--- src/mqttpd_pkg.sv ---
// Package with the phase, kind and status codes and the result layout of the PUBLISH deframer.
package mqttpd_pkg;

   // Parser phases.
   typedef enum logic [2:0] {
      PH_IDLE,
      PH_LEN,
      PH_TLEN_HI,
      PH_TLEN_LO,
      PH_TOPIC,
      PH_MSG
   } phase_type;

   // Kind of each passed byte.
   typedef enum logic [1:0] {
      KIND_NONE    = 2'd0,
      KIND_TOPIC   = 2'd1,
      KIND_MESSAGE = 2'd2
   } kind_type;

   // Status reported with each byte.
   typedef enum logic [1:0] {
      ST_BUSY        = 2'd0,
      ST_COMPLETE    = 2'd1,
      ST_NOT_PUBLISH = 2'd2,
      ST_MALFORMED   = 2'd3
   } status_type;

   // First byte of a QoS 0 PUBLISH with no flags.
   localparam logic [7:0] PUBLISH_HEADER = 8'h30;

   localparam int LEN_W   = 28;
   localparam int TDATA_W = 40;

   // One result item as held in the output registers.
   typedef struct packed {
      status_type       status;
      logic [LEN_W-1:0] msg_len;
      logic             field_last;
      kind_type         kind;
      logic [7:0]       data;
   } result_type;

endpackage

--- src/mqtt_publish_deframer.sv ---
// Byte-serial deframer for MQTT 3.1.1 QoS 0 PUBLISH packets with a two-entry result buffer.
//
// Usage:
//   The req_ channel carries one received byte per transfer in req_tdata, and
//   req_tuser high marks the first byte of a packet, which restarts the parser
//   in any phase. The rsp_ channel returns exactly one result per input byte:
//   the byte itself when it belongs to the topic or message (rsp_tuser gives
//   the kind), rsp_tlast on the last byte of either field, the message length
//   once the topic length is known, and a status code (complete, not a
//   publish packet, malformed length).
//   Results are registered: an accepted byte's result goes to the output register
//   at rsp_, or to the skid register while the output is held. Throughput is one byte
//   per cycle while req_tready is high; the per-byte phase and counter update is the only loop.
//   A skid register behind the output register lets the block take one more
//   byte while the receiver stalls; req_tready drops only while both are
//   full, and no result is lost or repeated.
//   Reset returns the parser to idle, clears its counters and empties both
//   result registers; bytes without a start marker are then discarded.
module mqtt_publish_deframer #(
   parameter int MAX_LENGTH_BYTES = 4
) (
   input  logic        clock,
   input  logic        reset,
   input  logic        req_tvalid,
   output logic        req_tready,
   input  logic [7:0]  req_tdata,  // [7:0] rx_byte
   input  logic        req_tuser,  // [0] frame_start
   output logic        rsp_tvalid,
   input  logic        rsp_tready,
   // [7:0] out_byte, [35:8] message_length, [37:36] status
   output logic [mqttpd_pkg::TDATA_W-1:0] rsp_tdata,
   output logic [1:0]  rsp_tuser,  // [1:0] byte_kind
   output logic        rsp_tlast   // field_last
);

   localparam int LW = mqttpd_pkg::LEN_W;

   // Parser state.
   mqttpd_pkg::phase_type phase_ff, phase_in;
   logic [LW-1:0] acc_ff, acc_in;
   logic [2:0]    count_ff, count_in;
   logic [7:0]    tlen_hi_ff, tlen_hi_in;
   logic [15:0]   topic_left_ff, topic_left_in;
   logic [LW-1:0] msg_left_ff, msg_left_in;
   logic [LW-1:0] mlen_ff, mlen_in;

   // Output and skid registers.
   logic                   out_valid_ff, out_valid_in;
   logic                   skid_valid_ff, skid_valid_in;
   mqttpd_pkg::result_type out_ff, out_in;
   mqttpd_pkg::result_type skid_ff, skid_in;
   mqttpd_pkg::result_type res;

   logic          accept;
   logic          start;
   logic [7:0]    rx;
   logic [LW-1:0] len_add;
   logic          len_overflow;
   logic [15:0]   tlen_new;
   logic [16:0]   tlen_plus2;
   logic          short_pkt;
   logic [LW-1:0] mlen_calc;
   logic          topic_done;
   logic          msg_done;

   assign accept = req_tvalid && req_tready;
   assign start  = req_tuser;
   assign rx     = req_tdata;

   // Seven-bit group placed by its position in the remaining-length field.
   always_comb begin
      case (count_ff[1:0])
         2'd0:    len_add = {21'b0, rx[6:0]};
         2'd1:    len_add = {14'b0, rx[6:0], 7'b0};
         2'd2:    len_add = {7'b0, rx[6:0], 14'b0};
         2'd3:    len_add = {rx[6:0], 21'b0};
         default: len_add = {21'b0, rx[6:0]};
      endcase
   end

   assign len_overflow = ({1'b0, count_ff} + 4'd1) >= 4'(MAX_LENGTH_BYTES);
   assign tlen_new     = {tlen_hi_ff, rx};
   assign tlen_plus2   = {1'b0, tlen_new} + 17'd2;
   assign short_pkt    = acc_ff < {11'b0, tlen_plus2};
   assign mlen_calc    = acc_ff - {12'b0, tlen_new} - 28'd2;
   assign topic_done   = topic_left_ff == 16'd1;
   assign msg_done     = msg_left_ff == 28'd1;

   // Next phase.
   always_comb begin
      phase_in = phase_ff;
      if (start) begin
         phase_in = (rx == mqttpd_pkg::PUBLISH_HEADER) ? mqttpd_pkg::PH_LEN
                                                        : mqttpd_pkg::PH_IDLE;
      end else begin
         case (phase_ff)
            mqttpd_pkg::PH_IDLE: phase_in = mqttpd_pkg::PH_IDLE;
            mqttpd_pkg::PH_LEN: begin
               if (!rx[7]) begin
                  phase_in = mqttpd_pkg::PH_TLEN_HI;
               end else if (len_overflow) begin
                  phase_in = mqttpd_pkg::PH_IDLE;
               end
            end
            mqttpd_pkg::PH_TLEN_HI: phase_in = mqttpd_pkg::PH_TLEN_LO;
            mqttpd_pkg::PH_TLEN_LO: begin
               if (short_pkt) begin
                  phase_in = mqttpd_pkg::PH_IDLE;
               end else if (tlen_new != 16'd0) begin
                  phase_in = mqttpd_pkg::PH_TOPIC;
               end else if (mlen_calc != '0) begin
                  phase_in = mqttpd_pkg::PH_MSG;
               end else begin
                  phase_in = mqttpd_pkg::PH_IDLE;
               end
            end
            mqttpd_pkg::PH_TOPIC: begin
               if (topic_done) begin
                  phase_in = (msg_left_ff != '0) ? mqttpd_pkg::PH_MSG : mqttpd_pkg::PH_IDLE;
               end
            end
            mqttpd_pkg::PH_MSG: begin
               if (msg_done) begin
                  phase_in = mqttpd_pkg::PH_IDLE;
               end
            end
            default: phase_in = mqttpd_pkg::PH_IDLE;
         endcase
      end
   end

   // Length accumulator and field counters.
   always_comb begin
      acc_in        = acc_ff;
      count_in      = count_ff;
      tlen_hi_in    = tlen_hi_ff;
      topic_left_in = topic_left_ff;
      msg_left_in   = msg_left_ff;
      mlen_in       = mlen_ff;
      if (start) begin
         acc_in        = '0;
         count_in      = '0;
         tlen_hi_in    = '0;
         topic_left_in = '0;
         msg_left_in   = '0;
      end else begin
         case (phase_ff)
            mqttpd_pkg::PH_LEN: begin
               acc_in   = acc_ff + len_add;
               count_in = count_ff + 3'd1;
            end
            mqttpd_pkg::PH_TLEN_HI: tlen_hi_in = rx;
            mqttpd_pkg::PH_TLEN_LO: begin
               if (!short_pkt) begin
                  topic_left_in = tlen_new;
                  msg_left_in   = mlen_calc;
                  mlen_in       = mlen_calc;
               end
            end
            mqttpd_pkg::PH_TOPIC: topic_left_in = topic_left_ff - 16'd1;
            mqttpd_pkg::PH_MSG:   msg_left_in = msg_left_ff - 28'd1;
            default: ;
         endcase
      end
   end

   // Result for the byte at the input.
   always_comb begin
      res            = '0;
      res.kind       = mqttpd_pkg::KIND_NONE;
      res.status     = mqttpd_pkg::ST_BUSY;
      if (start) begin
         if (rx != mqttpd_pkg::PUBLISH_HEADER) begin
            res.status = mqttpd_pkg::ST_NOT_PUBLISH;
         end
      end else begin
         case (phase_ff)
            mqttpd_pkg::PH_LEN: begin
               if (rx[7] && len_overflow) begin
                  res.status = mqttpd_pkg::ST_MALFORMED;
               end
            end
            mqttpd_pkg::PH_TLEN_LO: begin
               if (short_pkt) begin
                  res.status = mqttpd_pkg::ST_MALFORMED;
               end else begin
                  res.msg_len = mlen_calc;
                  if (tlen_new == 16'd0 && mlen_calc == '0) begin
                     res.status = mqttpd_pkg::ST_COMPLETE;
                  end
               end
            end
            mqttpd_pkg::PH_TOPIC: begin
               res.data       = rx;
               res.kind       = mqttpd_pkg::KIND_TOPIC;
               res.msg_len    = mlen_ff;
               res.field_last = topic_done;
               if (topic_done && msg_left_ff == '0) begin
                  res.status = mqttpd_pkg::ST_COMPLETE;
               end
            end
            mqttpd_pkg::PH_MSG: begin
               res.data       = rx;
               res.kind       = mqttpd_pkg::KIND_MESSAGE;
               res.msg_len    = mlen_ff;
               res.field_last = msg_done;
               if (msg_done) begin
                  res.status = mqttpd_pkg::ST_COMPLETE;
               end
            end
            default: ;
         endcase
      end
   end

   // Output register with a skid entry behind it.
   always_comb begin
      out_valid_in  = out_valid_ff;
      skid_valid_in = skid_valid_ff;
      out_in        = out_ff;
      skid_in       = skid_ff;
      if (!out_valid_ff || rsp_tready) begin
         if (skid_valid_ff) begin
            out_in        = skid_ff;
            out_valid_in  = 1'b1;
            skid_valid_in = 1'b0;
         end else begin
            out_in       = res;
            out_valid_in = accept;
         end
      end else if (accept) begin
         skid_in       = res;
         skid_valid_in = 1'b1;
      end
   end

   // State registers.
   always_ff @(posedge clock) begin
      if (reset) begin
         phase_ff      <= mqttpd_pkg::PH_IDLE;
         acc_ff        <= '0;
         count_ff      <= '0;
         tlen_hi_ff    <= '0;
         topic_left_ff <= '0;
         msg_left_ff   <= '0;
         out_valid_ff  <= 1'b0;
         skid_valid_ff <= 1'b0;
      end else begin
         if (accept) begin
            phase_ff      <= phase_in;
            acc_ff        <= acc_in;
            count_ff      <= count_in;
            tlen_hi_ff    <= tlen_hi_in;
            topic_left_ff <= topic_left_in;
            msg_left_ff   <= msg_left_in;
         end
         out_valid_ff  <= out_valid_in;
         skid_valid_ff <= skid_valid_in;
      end
   end

   // Payload registers.
   always_ff @(posedge clock) begin
      if (accept) begin
         mlen_ff <= mlen_in;
      end
      out_ff  <= out_in;
      skid_ff <= skid_in;
   end

   assign req_tready = !skid_valid_ff;
   assign rsp_tvalid = out_valid_ff;
   assign rsp_tdata  = {2'b00, out_ff.status, out_ff.msg_len, out_ff.data};
   assign rsp_tuser  = out_ff.kind;
   assign rsp_tlast  = out_ff.field_last;

   // The skid entry is only filled behind a held output.
   a_skid_behind_out: assert property (@(posedge clock) disable iff (reset)
      skid_valid_ff |-> out_valid_ff)
      else $error("skid entry valid while output register empty");

   // The output empties only when nothing waits in the skid entry.
   a_out_drain: assert property (@(posedge clock) disable iff (reset)
      $fell(out_valid_ff) |-> $past(!skid_valid_ff))
      else $error("result dropped from skid entry");

   // Topic and message phases always have bytes left to pass.
   a_topic_left: assert property (@(posedge clock) disable iff (reset)
      (phase_ff == mqttpd_pkg::PH_TOPIC) |-> (topic_left_ff != '0))
      else $error("topic phase with no topic bytes left");

   a_msg_left: assert property (@(posedge clock) disable iff (reset)
      (phase_ff == mqttpd_pkg::PH_MSG) |-> (msg_left_ff != '0))
      else $error("message phase with no message bytes left");

   // A passed payload byte never carries an error status.
   a_payload_status: assert property (@(posedge clock) disable iff (reset)
      (out_valid_ff && out_ff.kind != mqttpd_pkg::KIND_NONE) |->
         (out_ff.status == mqttpd_pkg::ST_BUSY || out_ff.status == mqttpd_pkg::ST_COMPLETE))
      else $error("payload byte reported with error status");

endmodule

--- config.mk ---
export PLATFORM = sky130hd
export DESIGN_NAME = mqtt_publish_deframer
export DESIGN_NICKNAME = d
export VERILOG_FILES = /design/src/mqttpd_pkg.sv /design/src/mqtt_publish_deframer.sv
export SDC_FILE = /design/constraint.sdc
export NUM_CORES = 1
export LEC_CHECK = 0
export BUFFER_PORTS_ARGS = -buffer_cell sky130_fd_sc_hd__buf_2
export CAP_MARGIN = 40
export CORE_MARGIN = 2
export CORE_UTILIZATION = 30
export CTS_CLUSTER_DIAMETER = 60
export DETAILED_ROUTE_END_ITERATION = 12
export GPL_TIMING_DRIVEN = 0
export SYNTH_ARGS = -nofsm -noshare
export SYNTH_HDL_FRONTEND = slang
export SYNTH_SLANG_ARGS = --single-unit
--- constraint.sdc ---
create_clock -name clock -period 6.35 [get_ports clock]
set_clock_uncertainty 0.2 [all_clocks]
set_input_delay 1.5875 -clock clock [delete_from_list [all_inputs] [get_ports clock]]
set_output_delay 1.5875 -clock clock [all_outputs]
set_load 0.01 [all_outputs]
==> results of run 1 <==
layout by cell type (no fill, tap or decap), types with 40 or more instances in the layout:
cell	count
ha_1	84
nor2_1	100
a21oi_1	110
nand2_1	117
clkbuf_1	61
o21ai_0	71
inv_1	88
dfxtp_1	88
buf_2	55
edfxtp_1	110
nor3_1	40
sequential cells by signal, summed over array words and instances (netlist names):
signal,cells
msg_left_ff,28
count_ff,3
rsp_tdata,38
skid_ff,41
rsp_tlast,1
mlen_ff,28
rsp_tuser,2
topic_left_ff,16
acc_ff,28
skid_valid_ff,1
phase_ff,3
rsp_tvalid,1
tlen_hi_ff,8
per-stage QoR:
| stage | power (W) | TNS (ps) |
|---|---|---|
| after floorplan | 0.00182 | 0 |
| after global placement | 0.00200 | -59150 |
| after detailed placement | 0.00201 | -13420 |
| after CTS | 0.00309 | 0 |
| after global routing | 0.00321 | -1730 |
| final | 0.00308 | 0 |
critical path, stage by stage:
cell      delay [ps]
buf_2            130
clkbuf_1         590
nand3_1          290
nor3_1           460
nand3_1          150
xor2_1           170
ha_1             300
and3_1           140
nand3_1          130
a211o_1          290
a21oi_1          360
o211ai_2         260
a21oi_1          750
clkbuf_1         480
o211ai_1         160
a21oi_1          160
layout make-up:
type                       count  area [um^2]
sequential                   198         5060
tap                          539          674
clock inverter                14          159
buffer                        71          287
timing repair buffer          58          333
multi-input combinational   1022         6930
inverter                      91          342
clock buffer                  18          439
fill                        4292        27400
repair_timing:
action	in CTS	in global routing
hold endpoints to repair	0	0
resized for setup	0	2
endpoints found under the setup margin	0	42
power groups by stage:
| stage | sequential, W | clock, W | combinational (W) |
|---|---|---|---|
| floorplan | 0.00145 | 0 | 0.000372 |
| global placement | 0.00145 | 0 | 0.000552 |
| detailed placement | 0.00145 | 0 | 0.000560 |
| CTS | 0.00142 | 0.00111 | 0.000563 |
| global route | 0.00143 | 0.00116 | 0.000624 |
| finish | 0.00142 | 0.00109 | 0.000567 |
logic make-up after synthesis:
kind of cell	synth area share
compound gates	0.198
xor+xnor	0.0459
fa+ha+maj	0.0881
buf+inv	0.0498
flops	0.402
mux	0.0385
other cells	0.000298
simple gates	0.178
metal layers:
| metal | part of all wire | wire length (um) | track usage |
|---|---|---|---|
| met5 | 0 | 0 | 0 |
| met2 | 0.47 | 17300 | 0.280 |
| met4 | 0.026 | 940 | 0.0579 |
| met3 | 0.042 | 1540 | 0.0213 |
| met1 | 0.46 | 16900 | 0.227 |
worst max path at each step:
stage	from	endpoint	slack, ps	cells after the start
finish	req_tdata[3]	msg_left_ff[14]$_SDFFE_PP0P_	100	16
global route	req_tdata[5]	msg_left_ff[14]$_SDFFE_PP0P_	-150	16
CTS	req_tdata[3]	mlen_ff[15]$_DFFE_PP_	100	16
detailed placement	req_tdata[3]	mlen_ff[17]$_DFFE_PP_	-370	16
global placement	req_tdata[3]	mlen_ff[13]$_DFFE_PP_	-1410	15
floorplan	req_tdata[7]	mlen_ff[0]$_DFFE_PP_	390	15
==> flow_summary_export.csv, run 1 <==
group,metric,value,unit
yosys,synth_top_flop_cell,"edfxtp_1",
placed_design,place_ws,-370,ps
grt,grt_pass1_wl,58300,um
clock_network,htree_levels,4,
finish,syn_to_final_growth,12.9,%
die,chipWidth,209,um
sta,period_share,0.984,
power_and_ir_drop,clkPwrFrac,0.354,
yosys,avgSynthCellArea,9.13,um^2
clock_network,clock_path_buffers,2,
grt,grt_pass1_vias,10400,
yosys,yosys.cell_count.top_type,"nand2_1",
drt,via_per_inst,5.35,
power_and_ir_drop,power_leakage,5.67,nW
power_and_ir_drop,p_sw_frac,0.311,
worst_setup_path,worstSetupPathType,"primary input to flip-flop",
yosys,synth_edf_count,110,
sta,whs,278,ps
die,fp.dieH,209,um
sta,setup_viol,0,
die,start_util,0.303,
yosys,yosysWarnings,0,
grt,grt_max_degree,34,
die,dieArea,43700,um^2
die,rows,75,
sta,max-slew-margin-rel,0.404,
power_and_ir_drop,power.density,216,nW/um^2
yosys,synth_top_area_share,0.262,
drt,routed-via-count,10800,
worst_setup_path,r2r_end,"msg_left_ff[14]$_SDFFE_PP0P_",
worst_setup_path,r2r_slack,1450,ps
worst_hold_path,min_to,"topic_left_ff[10]$_SDFFE_PP0P_",
worst_hold_path,hold_path_startpoint,"topic_left_ff[10]$_SDFFE_PP0P_",
power_and_ir_drop,comb_power_share,0.184,
power_and_ir_drop,seqPwrFrac,0.462,
worst_hold_path,hold_path_class,"flip-flop to flip-flop",
worst_setup_path,crit_fanout,10,
clock_network,cts_hold_repair.buffers,0,
sta,fmax,160,MHz
sta,drv_slew,0,
drt,wire_per_inst,18.2,um
worst_setup_path,end_kind,"flip-flop",
yosys,ys_ff_latch,198,
yosys,synth_area_leaders,"edfxtp_1 26%, dfxtp_1 14%, ha_1 8.3%",
yosys,synth_area_leader_cell,"edfxtp_1",
clock_network,cts_tree,"yes",
sta,rsz0062_at_grt,"yes",
finish,fin_cells,2011,
finish,drive_above_1_share,0.103,
yosys,ys_seq_area_frac,0.402,
clock_network,cts_made_buffers,17,
yosys,syn_area,12600,um^2
finish,nets,1559,
placed_design,gp_congestion,0.909,
placed_design,place_hpwl,28200,um
worst_setup_path,worst-endpoint-required,6520,ps
power_and_ir_drop,peakVddDrop,0.175,mV
finish,finalInstanceArea,14200,um^2
yosys,async_reset_ff_frac,0,
drt,drc,0,
finish,post-route-util,0.342,
drt,drt_iter0_markers,844,
yosys,ys_types,77,
clock_network,postCtsSetupRepairBufs,0,
worst_setup_path,startpoint_type,"primary input",
placed_design,dp.cells,1979,
grt,globalRouteOverflowTotal,0,
worst_setup_path,r2r-start,"tlen_hi_ff[0]$_SDFFE_PP0P_",
die,core,41700,um^2
clock_network,cts-root-buf,"clkbuf_16",
worst_setup_path,ff2ff_path_depth,15,
power_and_ir_drop,p_switching,0.000957,W
sta,fin_crit,6250,ps
power_and_ir_drop,internal_power,0.00212,W
drt,ant_nets,0,
drt,first_pass_iters,5,
sta,hold_violations,0,
clock_network,clkLatencyLatePin,450,ps
clock_network,clock_sinks,198,
grt,track_usage,0.169,
yosys,syn-instance-count,1381,
worst_hold_path,whs_path_depth,2,
finish,diodes,0,
grt,grt_antenna_before_repair,0,
die,pin_count,58,
flow_run,max-cap-violations,0,
placed_design,io_buffers,53,
sta,fin_ws,102,ps
clock_network,path_clk_slew,70,ps
sta,worst_pin_slew,887,ps
yosys,synthTopCellsByCount,"117 x nand2_1, 110 x a21oi_1, 110 x edfxtp_1",
drt,totalWireLength,36700,um
placed_design,postPlaceCellArea,13600,um^2
worst_setup_path,arrival,6420,ps
outcome,outcome,"finished, final reports clean",
Power figures use the tool's default switching activity.
==> run 2, diff against run 1 <==
==> constraint.sdc (replaced) <==
create_clock -name clock -period 7.45 [get_ports clock]
set_clock_uncertainty 0.2 [all_clocks]
set_input_delay 1.8625 -clock clock [delete_from_list [all_inputs] [get_ports clock]]
set_output_delay 1.8625 -clock clock [all_outputs]
set_load 0.01 [all_outputs]
==> run 2 against run 1 <==
Clock-buffer cell count did not move. Sequential share of layout area barely moved. Worst setup slack improved by 790 ps. Register-to-register slack improved by 1100 ps. Total power fell by 15%. Sequential power fell by 15%. Global-route usage did not move. First-iteration DRC count fell by 0.59%. Critical path depth did not move.
==> flow_summary_export.csv, run 2 (synthesized netlist as in run 1, its figures left out) <==
group,metric,value,unit
sta,rsz0062_at_grt,"no",
drt,totalWireLength,36700,um
worst_setup_path,arrival,6510,ps
finish,multiInputGateArea,6930,um^2
placed_design,io_buffers,53,
sta,fin_crit,6560,ps
placed_design,place_hpwl,28200,um
finish,nets,1559,
clock_network,postCtsSetupRepairBufs,0,
clock_network,cts-root-buf,"clkbuf_16",
power_and_ir_drop,seqPwrFrac,0.462,
worst_setup_path,max_stage_delay,590,ps
clock_network,cts_made_buffers,17,
finish,fill_cells,4292,
clock_network,clock_path_buffers,2,
worst_setup_path,worstSetupPathType,"primary input to flip-flop",
die,fp.dieH,209,um
drt,drc,0,
sta,fmax,152,MHz
clock_network,clkLatencyLatePin,450,ps
drt,ant_nets,0,
power_and_ir_drop,p_switching,0.000816,W
clock_network,htree_levels,4,
finish,diodes,0,
grt,globalRouteOverflowTotal,0,
die,pin_count,58,
worst_setup_path,cp_cell_sequence,"buf_2 -> clkbuf_1 -> nand3_1 -> nor3_1 -> nand3_1 -> xor2_1 -> ha_1 -> and3_1 -> nand3_1 -> a211o_1 -> a21oi_1 -> o211ai_2 -> nand2b_1 -> clkbuf_1 -> nor2_2 -> buf_8",
finish,syn_to_final_growth,12.9,%
clock_network,path_clk_slew,70,ps
clock_network,cts_tree,"yes",
grt,grt_pass1_wl,58300,um
power_and_ir_drop,peakVddDrop,0.149,mV
finish,final_common_cell,"nand2_1",
sta,finalSetupTns,0,ps
finish,ff_latch_area,5060,um^2
grt,grt_antenna_before_repair,0,
power_and_ir_drop,internal_power,0.00181,W
die,rows,75,
sta,setup_viol,0,
worst_hold_path,hold_path_class,"flip-flop to flip-flop",
worst_setup_path,cp_slowest_cell,"clkbuf_1",
power_and_ir_drop,power.density,184,nW/um^2
power_and_ir_drop,clkPwrFrac,0.354,
flow_run,max-cap-violations,0,
grt,track_usage,0.169,
drt,wire_per_inst,18.2,um
die,start_util,0.303,
finish,drive_above_1_share,0.103,
sta,drv_slew,0,
finish,final_cell_mix,"117 x nand2_1, 110 x a21oi_1, 110 x edfxtp_1",
sta,hold_violations,0,
sta,period_share,0.881,
power_and_ir_drop,comb_power_share,0.184,
die,core,41700,um^2
worst_setup_path,path_common_cell,"nand3_1",
sta,max-slew-margin-rel,0.404,
die,dieArea,43700,um^2
finish,largest_register,"skid_ff",
worst_setup_path,crit_fanout,18,
sta,worst_pin_slew,887,ps
finish,largest_reg_flops,41,
worst_setup_path,end_kind,"flip-flop",
power_and_ir_drop,p_sw_frac,0.311,
worst_setup_path,r2r_slack,2500,ps
placed_design,gp_congestion,0.909,
finish,finalInstanceArea,14200,um^2
placed_design,postPlaceCellArea,13600,um^2
outcome,outcome,"finished, final reports clean",
drt,via_per_inst,5.36,
grt,grt_max_degree,34,
worst_setup_path,worst-endpoint-required,7400,ps
die,chipWidth,209,um
clock_network,postCtsResizedCells,0,
worst_setup_path,startpoint_type,"primary input",
power_and_ir_drop,power_leakage,5.67,nW
drt,routed-via-count,10800,
grt,grt_pass1_vias,10400,
drt,drt_iter0_markers,839,
clock_network,cts_hold_repair.buffers,0,
drt,first_pass_iters,5,
clock_network,clock_sinks,198,
==> run 2: per-stage QoR <==
stage                     std cells  hold slack, ps  utilization  total power (W)  setup WS [ps]
after floorplan                1382             248            -          0.00155           1220
after global placement         1974             260        0.325          0.00171           -584
after detailed placement       1979             271        0.327          0.00171            455
after CTS                      2011             281        0.341          0.00264            927
after global routing           2011             307        0.341          0.00274            625
final                          2011             278        0.341          0.00262            889
==> run 2: critical path, delay by kind of cell <==
kind / cells / cell delay, ps
buf+inv: 4 / 1270
simple gates: 7 / 1950
fa+ha+maj: 1 / 300
xor+xnor: 1 / 170
compound gates: 3 / 920
==> run 2: worst paths after layout <==
path	startpoint	end	depth (start not counted)
setup reg to reg	tlen_hi_ff[0]$_SDFFE_PP0P_	mlen_ff[15]$_DFFE_PP_	15
hold / removal	topic_left_ff[10]$_SDFFE_PP0P_	topic_left_ff[10]$_SDFFE_PP0P_	2
setup / recovery	req_tdata[3]	mlen_ff[15]$_DFFE_PP_	16
hold reg to reg	topic_left_ff[10]$_SDFFE_PP0P_	topic_left_ff[10]$_SDFFE_PP0P_	2
==> run 2: routing by layer <==
| layer | up-vias | GRT usage | part of all wire | routed length, um |
|---|---|---|---|---|
| li1 | 5218 | - | - | - |
| met1 | 5214 | 0.227 | 0.46 | 16900 |
| met2 | 292 | 0.280 | 0.47 | 17300 |
| met3 | 63 | 0.0213 | 0.041 | 1500 |
| met4 | 0 | 0.0579 | 0.027 | 988 |
| met5 | - | 0 | 0 | 0 |
==> run 2: cell type report <==
cell class | instances | share of cell area
Inverter | 91 | 0.0240
Buffer | 71 | 0.0201
Clock inverter | 14 | 0.0112
Timing Repair Buffer | 58 | 0.0234
Sequential cell | 198 | 0.356
Clock buffer | 18 | 0.0309
Tap cell | 539 | 0.0474
Multi-Input combinational cell | 1022 | 0.487
==> run 2: power groups by stage <==
stage               Clock (W)  Sequential [W]  Combinational (W)
global placement            0         0.00124           0.000470
detailed placement          0         0.00124           0.000477
finish               0.000928         0.00121           0.000484
global route         0.000990         0.00122           0.000532
CTS                  0.000946         0.00121           0.000480
floorplan                   0         0.00124           0.000317
==> run 3, diff against run 2 <==
--- a/config.mk
+++ b/config.mk
@@ -8,10 +8,11 @@
 export BUFFER_PORTS_ARGS = -buffer_cell sky130_fd_sc_hd__buf_2
 export CAP_MARGIN = 40
 export CORE_MARGIN = 2
-export CORE_UTILIZATION = 30
+export CORE_UTILIZATION = 50
 export CTS_CLUSTER_DIAMETER = 60
 export DETAILED_ROUTE_END_ITERATION = 12
 export GPL_TIMING_DRIVEN = 0
+export PLACE_DENSITY = 0.67
 export SYNTH_ARGS = -nofsm -noshare
 export SYNTH_HDL_FRONTEND = slang
 export SYNTH_SLANG_ARGS = --single-unit
==> run 3 against run 2 <==
Cell count fell by 10%. Die area fell by 39%. Register-to-register slack got worse by 40 ps. Total power rose by 0.66%. Sequential power barely moved. Wire length fell by 6.2%. Combinational power fell by 1%. Clock power rose by 2.6%. Hold slack improved by 4.4 ps. Maximum frequency barely moved. Non-clock buffer count fell by 1. Largest cell class unchanged.
==> flow_summary_export.csv, run 3 (synthesized netlist as in run 1, its figures left out) <==
group,metric,value,unit
sta,drv_slew,0,
clock_network,postCtsSetupRepairBufs,0,
finish,finalInstanceArea,14000,um^2
drt,totalWireLength,34400,um
drt,routed-via-count,10800,
sta,fin_ws,891,ps
clock_network,cts-root-buf,"clkbuf_16",
drt,first_pass_iters,5,
grt,grt_pass1_vias,9944,
worst_hold_path,whs_path_depth,2,
worst_setup_path,max_stage_delay,740,ps
die,fp.dieH,163,um
worst_setup_path,end_kind,"flip-flop",
sta,max-slew-margin-rel,0.400,
placed_design,place_hpwl,25900,um
flow_run,max-cap-violations,0,
worst_setup_path,crit_fanout,10,
finish,final_common_cell,"nand2_1",
clock_network,htree_levels,4,
power_and_ir_drop,peakVddDrop,0.132,mV
worst_setup_path,ff2ff_path_depth,15,
clock_network,cts_hold_repair.buffers,0,
clock_network,postCtsResizedCells,0,
worst_hold_path,hold_path_class,"flip-flop to flip-flop",
finish,nets,1558,
finish,largest_reg_flops,41,
worst_setup_path,r2r_end,"rsp_tdata[32]$_DFFE_PP_",
clock_network,path_clk_slew,80,ps
sta,period_share,0.880,
finish,diodes,0,
placed_design,gp_congestion,0.956,
die,core,25000,um^2
finish,final_cell_mix,"117 x nand2_1, 110 x a21oi_1, 110 x edfxtp_1",
finish,fill_cells,2253,
worst_hold_path,hold_path_startpoint,"topic_left_ff[10]$_SDFFE_PP0P_",
worst_setup_path,worst-endpoint-required,7580,ps
drt,ant_nets,0,
sta,rsz0062_at_grt,"no",
drt,via_per_inst,6.01,
finish,fin_cells,1801,
placed_design,place_ws,536,ps
die,rows,58,
drt,drt_iter0_markers,996,
clock_network,clkLatencyLatePin,450,ps
worst_setup_path,r2r_slack,2460,ps
sta,hold_violations,0,
grt,grt_util_met2,0.419,
clock_network,cts_tree,"yes",
worst_hold_path,min_to,"topic_left_ff[10]$_SDFFE_PP0P_",
sta,worst_pin_slew,896,ps
finish,post-route-util,0.559,
clock_network,clock_path_buffers,2,
clock_network,clock_sinks,198,
worst_setup_path,worstSetupPathType,"primary input to flip-flop",
worst_setup_path,cp_cell_sequence,"buf_2 -> clkbuf_1 -> nand3_1 -> nor3_1 -> nand3_1 -> xor2_1 -> ha_1 -> and3_1 -> nand3_1 -> a211o_1 -> a21oi_1 -> o211ai_2 -> nor2_1 -> clkbuf_1 -> a22o_1 -> mux2_2",
grt,globalRouteOverflowTotal,0,
die,dieArea,26500,um^2
worst_setup_path,path_common_cell,"nand3_1",
clock_network,cts_made_buffers,17,
grt,use_met3,0.0367,
placed_design,dp.cells,1769,
sta,fin_crit,6560,ps
worst_setup_path,startpoint_type,"primary input",
finish,syn_to_final_growth,10.7,%
placed_design,postPlaceCellArea,13400,um^2
worst_setup_path,r2r-start,"tlen_hi_ff[1]$_SDFFE_PP0P_",
grt,grt_pass1_wl,54100,um
grt,grtUsageMet1,0.367,
outcome,outcome,"finished, final reports clean",
worst_setup_path,cp_top_family,"simple AND/OR/NAND/NOR gates",
drt,drc,0,
placed_design,io_buffers,53,
die,pin_count,58,
power_and_ir_drop,power_leakage,5.67,nW
die,chipWidth,163,um
finish,drive_above_1_share,0.102,
grt,track_usage,0.261,
worst_setup_path,path_buf_inv,3,
finish,largest_register,"skid_ff",
sta,fmax,152,MHz
drt,wire_per_inst,19.1,um
die,start_util,0.505,
grt,grt_max_degree,33,
grt,grt_antenna_before_repair,0,
worst_setup_path,cp_slowest_cell,"nor2_1",
power_and_ir_drop,power.density,189,nW/um^2
grt,gr-max-usage-layer,"met2",
sta,setup_viol,0,
sta,whs,282,ps
worst_setup_path,arrival,6690,ps
run 3: stage by stage:
stage | setup TNS [ps] | power (W)
finish | 0 | 0.00264
detailed placement | 0 | 0.00170
floorplan | 0 | 0.00155
global route | 0 | 0.00274
global placement | -11420 | 0.00170
CTS | 0 | 0.00264
run 3: per-layer routing:
layer,wire length (um),up-vias
met5,0,-
met4,795,0
met3,2150,59
met2,15700,390
met1,15800,5161
li1,-,5206
run 3: layout make-up:
type | instances | area, um^2 | share of cell area
Buffer | 71 | 287 | 0.0205
Clock buffer | 18 | 429 | 0.0308
Clock inverter | 14 | 168 | 0.0120
Inverter | 91 | 342 | 0.0245
Multi-Input combinational cell | 1022 | 6930 | 0.496
Sequential cell | 198 | 5060 | 0.363
Tap cell | 330 | 413 | 0.0296
Timing Repair Buffer | 57 | 325 | 0.0233
run 3: tightest hold or removal path, delay by kind of cell (launching register included):
family | cells | cell delay, ps
AO/OA/AOI/OAI | 2 | 120
flip-flops | 1 | 310
run 3: report_power, final:
part	internal (W)	total, W	switching, W
Combinational	0.000159	0.000478	0.000318
Sequential	0.00119	0.00121	0.0000238
Clock	0.000458	0.000952	0.000494
Total	0.00181	0.00264	0.000836
run 3: worst max path at each step:
stage | startpoint | to | slack, ps | depth (start not counted)
5_1_grt | req_tdata[3] | rsp_tdata[32]$_DFFE_PP_ | 590 | 16
2_1_floorplan | req_tdata[7] | mlen_ff[0]$_DFFE_PP_ | 1220 | 15
6_report | req_tdata[3] | rsp_tdata[32]$_DFFE_PP_ | 890 | 16
3_3_place_gp | req_tdata[3] | mlen_ff[17]$_DFFE_PP_ | -410 | 15
3_5_place_dp | req_tdata[3] | rsp_tdata[32]$_DFFE_PP_ | 540 | 16
4_1_cts | req_tdata[3] | rsp_tdata[32]$_DFFE_PP_ | 980 | 16
